## config.mk

```make
export PLATFORM = sky130hd
export DESIGN_NAME = cnrl_ctrl
export DESIGN_NICKNAME = d
export VERILOG_FILES = /design/src/rtl/cnrl_pkg.sv /design/src/rtl/cnrl_ctrl.sv
export SDC_FILE = /design/constraint.sdc
export NUM_CORES = 1
export LEC_CHECK = 0
export BUFFER_PORTS_ARGS = -buffer_cell sky130_fd_sc_hd__buf_2
export CAP_MARGIN = 10
export CORE_MARGIN = 3
export CORE_UTILIZATION = 46
export CTS_BUF_LIST = sky130_fd_sc_hd__clkbuf_16
export DETAILED_ROUTE_END_ITERATION = 16
export HOLD_SLACK_MARGIN = 0.03
export PLACE_DENSITY = 0.85
export SLEW_MARGIN = 0
export SYNTH_ARGS = -nofsm -noshare
export SYNTH_HDL_FRONTEND = slang
export SYNTH_SLANG_ARGS = --single-unit
export TNS_END_PERCENT = 1
```

## constraint.sdc

```tcl
create_clock -name i_clk -period 1.9 [get_ports i_clk]
set_input_delay 0.095 -clock i_clk [delete_from_list [all_inputs] [get_ports i_clk]]
set_output_delay 0.095 -clock i_clk [all_outputs]
set_load 0.01 [all_outputs]
```

## src/rtl/cnrl_pkg.sv

```systemverilog
// cnrl_pkg: shared constants, codes and controller/datapath structs for the
// compressed n-gram row lookup. No dependencies.
`default_nettype none
package cnrl_pkg;

    localparam int TABLES      = 3;
    localparam int MAX_WORDS   = 1024;
    localparam int MAX_BLOCKS  = 256;
    localparam int BLOCK_BYTES = 64;
    localparam int ROW_BITS    = 20;
    localparam int CTX_BITS    = 20;

    localparam int WORD_DEPTH  = TABLES * MAX_WORDS;
    localparam int HDR_DEPTH   = TABLES * MAX_BLOCKS;
    localparam int DATA_DEPTH  = TABLES * MAX_BLOCKS * BLOCK_BYTES;
    localparam int WORD_AW     = $clog2(WORD_DEPTH);
    localparam int HDR_AW      = $clog2(HDR_DEPTH);
    localparam int DATA_AW     = $clog2(DATA_DEPTH);
    localparam int STREAM_BITS = BLOCK_BYTES * 8;
    localparam int POS_W       = $clog2(STREAM_BITS) + 1;
    localparam int MAX_CODE    = 32;

    typedef enum logic [1:0] {
        ACT_LOAD_WORD = 2'd0,
        ACT_LOAD_HDR  = 2'd1,
        ACT_LOAD_BYTE = 2'd2,
        ACT_QUERY     = 2'd3
    } t_action;

    typedef enum logic [2:0] {
        CFG_BASE_BITS = 3'd0,
        CFG_WORDS_0   = 3'd1,
        CFG_WORDS_1   = 3'd2,
        CFG_WORDS_2   = 3'd3,
        CFG_BLOCKS_0  = 3'd4,
        CFG_BLOCKS_1  = 3'd5,
        CFG_BLOCKS_2  = 3'd6,
        CFG_UNUSED    = 3'd7
    } t_cfg_idx;

    // controller to datapath
    typedef struct packed {
        logic q_start;
        logic wchk;
        logic hdr_rd_c;
        logic scmp;
        logic hdr_rd_a;
        logic blkb;
        logic blkc;
        logic row_start;
        logic fetch;
        logic bit_step;
        logic code_done;
        logic eval_next;
        logic fin_hit;
        logic fin_miss;
    } t_cmd;

    // datapath to controller
    typedef struct packed {
        logic q_miss;
        logic srch_more;
        logic a_over;
        logic row_more;
        logic pos_over;
        logic byte_ok;
        logic code_done;
        logic bit_miss;
        logic code_sel;
        logic hit;
        logic stop;
    } t_sts;

endpackage
`default_nettype wire

```

## src/rtl/cnrl_ctrl.sv

```systemverilog
// cnrl_ctrl: query sequencer for the n-gram row lookup.
// Depends on cnrl_pkg; drives the datapath through t_cmd, reads t_sts.
`default_nettype none
module cnrl_ctrl (
    input  wire            i_clk,
    input  wire            i_rst_n,
    input  wire            i_accept,
    input  wire [1:0]      i_action,
    input  cnrl_pkg::t_sts i_sts,
    output cnrl_pkg::t_cmd o_cmd,
    output logic           o_busy
);
    import cnrl_pkg::*;

    typedef enum logic [9:0] {
        S_IDLE = 10'b0000000001,
        S_WCHK = 10'b0000000010,
        S_SLOOP = 10'b0000000100,
        S_SCMP = 10'b0000001000,
        S_BLKA = 10'b0000010000,
        S_BLKB = 10'b0000100000,
        S_BLKC = 10'b0001000000,
        S_ROW  = 10'b0010000000,
        S_BITS = 10'b0100000000,
        S_EVAL = 10'b1000000000
    } t_state;

    t_state r_state, n_state;
    t_cmd   cmd;

    // next state and commands
    always_comb begin
        n_state = r_state;
        cmd     = '0;
        unique case (r_state)
            S_IDLE: begin
                if (i_accept && t_action'(i_action) == ACT_QUERY) begin
                    cmd.q_start = 1'b1;
                    n_state     = S_WCHK;
                end
            end
            S_WCHK: begin
                if (i_sts.q_miss) begin
                    cmd.fin_miss = 1'b1;
                    n_state      = S_IDLE;
                end else begin
                    cmd.wchk = 1'b1;
                    n_state  = S_SLOOP;
                end
            end
            S_SLOOP: begin
                if (i_sts.srch_more) begin
                    cmd.hdr_rd_c = 1'b1;
                    n_state      = S_SCMP;
                end else begin
                    n_state = S_BLKA;
                end
            end
            S_SCMP: begin
                cmd.scmp = 1'b1;
                n_state  = S_SLOOP;
            end
            S_BLKA: begin
                if (i_sts.a_over) begin
                    cmd.fin_miss = 1'b1;
                    n_state      = S_IDLE;
                end else begin
                    cmd.hdr_rd_a = 1'b1;
                    n_state      = S_BLKB;
                end
            end
            S_BLKB: begin
                cmd.blkb = 1'b1;
                n_state  = S_BLKC;
            end
            S_BLKC: begin
                cmd.blkc = 1'b1;
                n_state  = S_ROW;
            end
            S_ROW: begin
                if (i_sts.row_more) begin
                    cmd.row_start = 1'b1;
                    n_state       = S_BITS;
                end else begin
                    cmd.fin_miss = 1'b1;
                    n_state      = S_IDLE;
                end
            end
            S_BITS: begin
                priority if (i_sts.code_done) begin
                    cmd.code_done = 1'b1;
                    if (i_sts.code_sel) begin
                        n_state = S_EVAL;
                    end
                end else if (i_sts.pos_over) begin
                    cmd.fin_miss = 1'b1;
                    n_state      = S_IDLE;
                end else if (!i_sts.byte_ok) begin
                    cmd.fetch = 1'b1;
                end else if (i_sts.bit_miss) begin
                    cmd.fin_miss = 1'b1;
                    n_state      = S_IDLE;
                end else begin
                    cmd.bit_step = 1'b1;
                end
            end
            S_EVAL: begin
                priority if (i_sts.hit) begin
                    cmd.fin_hit = 1'b1;
                    n_state     = S_IDLE;
                end else if (i_sts.stop) begin
                    cmd.fin_miss = 1'b1;
                    n_state      = S_IDLE;
                end else begin
                    cmd.eval_next = 1'b1;
                    n_state       = S_ROW;
                end
            end
            default: begin
                n_state = S_IDLE;
            end
        endcase
    end

    // state register
    always_ff @(posedge i_clk) begin
        if (!i_rst_n) begin
            r_state <= S_IDLE;
        end else begin
            r_state <= n_state;
        end
    end

    assign o_cmd  = cmd;
    assign o_busy = (r_state != S_IDLE);
endmodule
`default_nettype wire

```

==> results of run 1 <==
## timing repair
item,CTS,global route
setup buffers,2,0
endpoints found under the setup margin,9,17
cloned,0,0
hold buffers,0,0
pin swaps,2,1
resized for setup,5,8
## per-layer routing
metal / vias up / part of all wire (%)
li1: 443 / -
met1: 407 / 40
met2: 44 / 49
met3: 12 / 7.0
met4: 0 / 3.1
met5: - / 0
## stage by stage
| step | utilization, % | setup slack [ps] | power, mW | setup TNS [ps] | instances |
|---|---|---|---|---|---|
| floorplan | - | 150 | 0.343 | 0 | 92 |
| global route | 82.0 | -261 | 0.845 | -1380 | 153 |
| detailed placement | 70.3 | 56.0 | 0.431 | 0 | 147 |
| finish | 82.0 | -208 | 0.814 | -649 | 153 |
| global placement | 70.3 | 79.9 | 0.426 | 0 | 147 |
| CTS | 78.9 | -169 | 0.804 | -501 | 153 |
## area by class of cell
type | count | share of cell area (%)
Multi-Input combinational cell | 77 | 50.6
Sequential cell | 10 | 17.4
Clock inverter | 1 | 0.327
Inverter | 4 | 1.31
Tap cell | 15 | 1.64
Timing Repair Buffer | 43 | 22.1
Clock buffer | 3 | 6.54
## final timing paths
| kind | startpoint | end | slack (ps) | cells past startpoint |
|---|---|---|---|---|
| setup / recovery | r_state[6] | o_cmd[0] | -210 | 5 |
| hold / removal | i_sts[2] | r_state[9] | 90 | 3 |
| setup reg to reg | r_state[6] | r_state[6] | -30 | 6 |
| hold reg to reg | r_state[5] | r_state[6] | 600 | 2 |
## kinds of logic (layout without fill, tap and decap cells)
kind of cell,after synthesis,in the layout,share of synthesized area (%)
AND/OR/NAND/NOR,61,61,52.7
AO/OA/AOI/OAI,15,15,16.3
buffers and inverters,5,51,2.55
XOR/XNOR,1,1,1.19
flip-flops,10,10,27.2
## placed cells by master, fill, tap and decap left out, types with 2 or more instances in the layout
cell type | netlist | routed
nor4_1 | 5 | 3
nand4_1 | 3 | 3
clkbuf_16 | 0 | 3
and2_1 | 4 | 4
nand3b_1 | 4 | 4
buf_2 | 0 | 29
nor4b_1 | 2 | 2
nand2b_1 | 3 | 3
nor3_1 | 2 | 2
nor2b_1 | 3 | 3
nor2_1 | 16 | 13
buf_4 | 0 | 13
nand4b_1 | 2 | 2
nor2_2 | 0 | 2
inv_1 | 4 | 4
a21oi_1 | 3 | 3
and3_1 | 2 | 2
nand2_1 | 2 | 2
dfxtp_1 | 10 | 10
## worst reg2reg max path, stage by stage, from the launching register on
cell and delay [ps]:
dfxtp_1 320, or4b_4 560, or3_4 400, buf_4 150, o21bai_4 180, nand2b_2 130, nor4_1 70
## power groups by stage
stage	clock [mW]	combinational, mW	sequential (mW)
finish	0.366	0.221	0.227
CTS	0.371	0.207	0.226
floorplan	0	0.114	0.229
global route	0.377	0.240	0.228
detailed placement	0	0.202	0.228
global placement	0	0.198	0.228
==> results.json, run 1 <==
{
  "internal-power_mw": 0.602,
  "clockPowerShare_pct": 45.0,
  "io_pins": 31,
  "ys_types": 41,
  "violations": "setup timing",
  "syn_inst": 92,
  "multiInputGateArea_um2": 581,
  "clockBufferDepth": 2,
  "hold_class": "in -> reg",
  "crit_family": "simple AND/OR/NAND/NOR gates",
  "nets": 155,
  "ys_async_sr_fraction_pct": 0,
  "syn_nets": 108,
  "largest_register_ffs": 10,
  "vias_per_cell": 5.92,
  "end_kind": "primary output",
  "slowest_stage": "or4b_4",
  "grt_max_degree": 11,
  "synth.area.top_cells": "dfxtp_1 (27%), nor2_1 (8.2%), nor4_1 (4.3%)",
  "insertion_delay_ps": 230,
  "grt_usage_pct": 24.7,
  "fmax_ghz": 0.474,
  "gp_congestion": 0.757,
  "ys.flop_type": "dfxtp_1",
  "slew_violations": 0,
  "core_mm2": 0.00140,
  "fin_hold_ws_ps": 94.0,
  "h-tree-depth": 1,
  "dp_hpwl_um": 1630,
  "critical_path.startpoint_type": "flop",
  "ys_seq_area_share_pct": 27.2,
  "maxSlewHeadroom_pct": 78.2,
  "die_y_um": 46.0,
  "busiest_layer": "met2",
  "cp.required_ps": 1800,
  "rsz0062_at_grt": "yes",
  "final_cell_area_mm2": 0.00115,
  "die_x_um": 46.0,
  "postPlaceCellArea_um2": 983,
  "wl_per_cell_um": 16.0,
  "critPathMaxStageDelay_ps": 560,
  "synth_area_leader_cell": "dfxtp_1",
  "met2_usage_pct": 41.8,
  "p_comb_share_pct": 27.1,
  "tritoncts": "built",
  "netlist_area_um2": 736,
  "area_growth_pct": 56.0,
  "fin_crit_ps": 2110,
  "p_leak_nw": 0.537,
  "worst_slack_ps": -208,
  "path_clk_slew_ps": 40,
  "drc": 0,
  "clockRootBuffer": "clkbuf_16",
  "cts_buffers": 3,
  "synthTopCellsByCount": "nor2_1 (16), dfxtp_1 (10), nor4_1 (5)",
  "yosysWarnings": 0,
  "initial_core_util_pct": 52.6,
  "ant_nets": 0,
  "use_met3_pct": 3.95,
  "vias": 906,
  "netlist.area_leader.share_pct": 27.2,
  "ys_seq_elements": 10,
  "path_class": "reg -> out",
  "die_area_mm2": 0.00212,
  "largest_registers": "r_state: 10 flops",
  "antenna_found_initial": 0,
  "drv_cap": 0,
  "drive_gt1_share_pct": 44.9,
  "grt_overflow": 0,
  "worstMarginPinSlew_ps": 322,
  "p_switching_mw": 0.212,
  "met1_usage_pct": 29.1,
  "critical_path.max_fanout": 4,
  "first_pass_iters": 4,
  "cp_cell_sequence": "or4b_4, or3_4, or3_1, nand4_1, buf_2",
  "switching_share_pct": 26.1,
  "portBuffers": 30,
  "cts_sinks": 10,
  "finalWirelength_um": 2440,
  "drt_iter0_drc": 20,
  "grt_pass1_vias": 901,
  "setup_viol": 10,
  "fill_cells": 82,
  "antenna-diode-count": 0,
  "timing.final.crit_share_pct": 111,
  "finalHoldViolCount": 0,
  "clock-skew-final_ps": 3.25,
  "num_rows": 13,
  "syn_area_per_cell_um2": 8.00,
  "synth_edf_count": 0,
  "pwr-share-seq_pct": 27.9,
  "regMostFlops": "r_state",
  "cp_num_buf_inv": 1,
  "cp.arrival_ps": 2010,
  "powerDensity_mw_per_mm2": 709,
  "ir_drop_v": 0.000766,
  "grt_pass1_wl_um": 3750,
  "outcome": "finished with violations",
  "synth_most_common_cell": "nor2_1",
  "regArea_um2": 200
}
No activity file was read; power rests on OpenSTA's default activity.
==> run 2: changes to the inputs <==
- RECOVER_POWER: unset -> 100
==> results.json, run 2 (synthesis gave the netlist of run 1 again) <==
{
  "portBuffers": 30,
  "cts_buffers": 3,
  "antenna_found_initial": 0,
  "dp_cells": 147,
  "fin_crit_ps": 2110,
  "drt_iter0_drc": 27,
  "end_kind": "primary output",
  "wl_per_cell_um": 16.1,
  "cp_cell_sequence": "or4b_4, or3_4, or3_1, nand4_1, buf_2",
  "fin_setup_tns_ps": -625,
  "fill_cells": 83,
  "violations": "setup timing",
  "ff2ff_path_depth": 6,
  "drv_cap": 0,
  "powerDensity_mw_per_mm2": 712,
  "post-route-util_pct": 81.7,
  "vias_per_cell": 5.96,
  "finalWirelength_um": 2460,
  "multiInputGateArea_um2": 576,
  "grt_pass1_wl_um": 3750,
  "critical_path.max_fanout": 4,
  "path_class": "reg -> out",
  "dp_hpwl_um": 1630,
  "slowest_stage": "or4b_4",
  "final_cell_mix": "buf_2 (29), nor2_1 (13), buf_4 (13)",
  "largest_register_ffs": 10,
  "ir_drop_v": 0.000766,
  "clockBufferDepth": 2,
  "holdBufCountCts": 0,
  "drive_gt1_share_pct": 44.2,
  "drc": 0,
  "finalHoldViolCount": 0,
  "p_leak_nw": 0.530,
  "largest_registers": "r_state: 10 flops",
  "critical_path.startpoint_type": "flop",
  "cp.required_ps": 1800,
  "worstSetupPathDepth": 5,
  "io_pins": 31,
  "cp.arrival_ps": 2010,
  "h-tree-depth": 1,
  "regArea_um2": 200,
  "grt_usage_pct": 24.7,
  "insertion_delay_ps": 230,
  "clock-skew-final_ps": 2.96,
  "critPathMaxStageDelay_ps": 540,
  "hold_class": "in -> reg",
  "die_x_um": 46.0,
  "nets": 155,
  "rsz0062_at_grt": "yes",
  "setup_viol": 10,
  "regMostFlops": "r_state",
  "cts_sinks": 10,
  "grt_pass1_vias": 901,
  "fmax_ghz": 0.475,
  "crit_family": "simple AND/OR/NAND/NOR gates",
  "num_rows": 13,
  "vias": 912,
  "gp_congestion": 0.757,
  "worst_slack_ps": -205,
  "cp_num_buf_inv": 1,
  "maxSlewHeadroom_pct": 78.2,
  "timing.final.crit_share_pct": 111,
  "grt_max_degree": 11,
  "grt_overflow": 0,
  "area_growth_pct": 55.3,
  "die_area_mm2": 0.00212,
  "final_common_cell": "buf_2",
  "tritoncts": "built",
  "instances_no_fill": 153,
  "outcome": "finished with violations",
  "clockRootBuffer": "clkbuf_16",
  "path_clk_slew_ps": 40,
  "core_mm2": 0.00140,
  "first_pass_iters": 4,
  "antenna-diode-count": 0,
  "slew_violations": 0,
  "worstMarginPinSlew_ps": 322,
  "total_power_mw": 0.813,
  "initial_core_util_pct": 52.6,
  "die_y_um": 46.0,
  "hold_depth": 3,
  "ant_nets": 0
}
[run 2: cell count changes in the layout (fill, tap and decap cells not counted)]
| cell | previous run | this run |
|---|---|---|
| nand3_1 | 0 | 1 |
| nand3_2 | 1 | 0 |
[run 2: where the power goes]
group          internal [mW]  switching [mW]
Combinational          0.106           0.115
Sequential             0.220         0.00673
Clock                  0.275          0.0905
[run 2: path summary, 6_finish.rpt]
check / from / to / slack [ps]
min reg2reg: r_state[5] / r_state[6] / 600
max reg2reg: r_state[9] / r_state[6] / -30
min: i_sts[2] / r_state[9] / 90
max: r_state[9] / o_cmd[0] / -210
[run 2: final cells by class]
class | instances | area share (%)
tap | 15 | 1.64
timing repair buffer | 43 | 22.2
sequential | 10 | 17.5
multi-input combinational | 77 | 50.4
inverter | 4 | 1.31
clock buffer | 3 | 6.57
clock inverter | 1 | 0.329
[run 2: tightest hold or removal path, stage by stage]
cell,delay (ps)
buf_2,100
nand2_1,50
nor2_1,30
[run 2: through the flow]
| step | hold WS (ps) | worst slack (ps) | instance area [um2] |
|---|---|---|---|
| final | 93.9 | -205 | 1140 |
| after global routing | 123 | -261 | 1140 |
| after CTS | 96.8 | -169 | 1100 |
| after detailed placement | 331 | 56.0 | 983 |
| after global placement | 335 | 79.9 | 983 |
| after floorplan | 209 | 150 | 736 |
[run 2: per-layer routing]
| metal | routed length [um] | global-route usage [%] | part of all wire (%) |
|---|---|---|---|
| met2 | 1220 | 41.8 | 50 |
| met1 | 1020 | 29.1 | 41 |
| met4 | 80 | 13.6 | 3.3 |
| met3 | 142 | 3.95 | 5.8 |
| met5 | 0 | 0 | 0 |
[run 2: timing repair]
item                                    4_1_cts  5_1_grt
setup buffers                                 2        0
resized for setup                             5        8
endpoints found under the setup margin        9       17
pin swaps                                     2        1
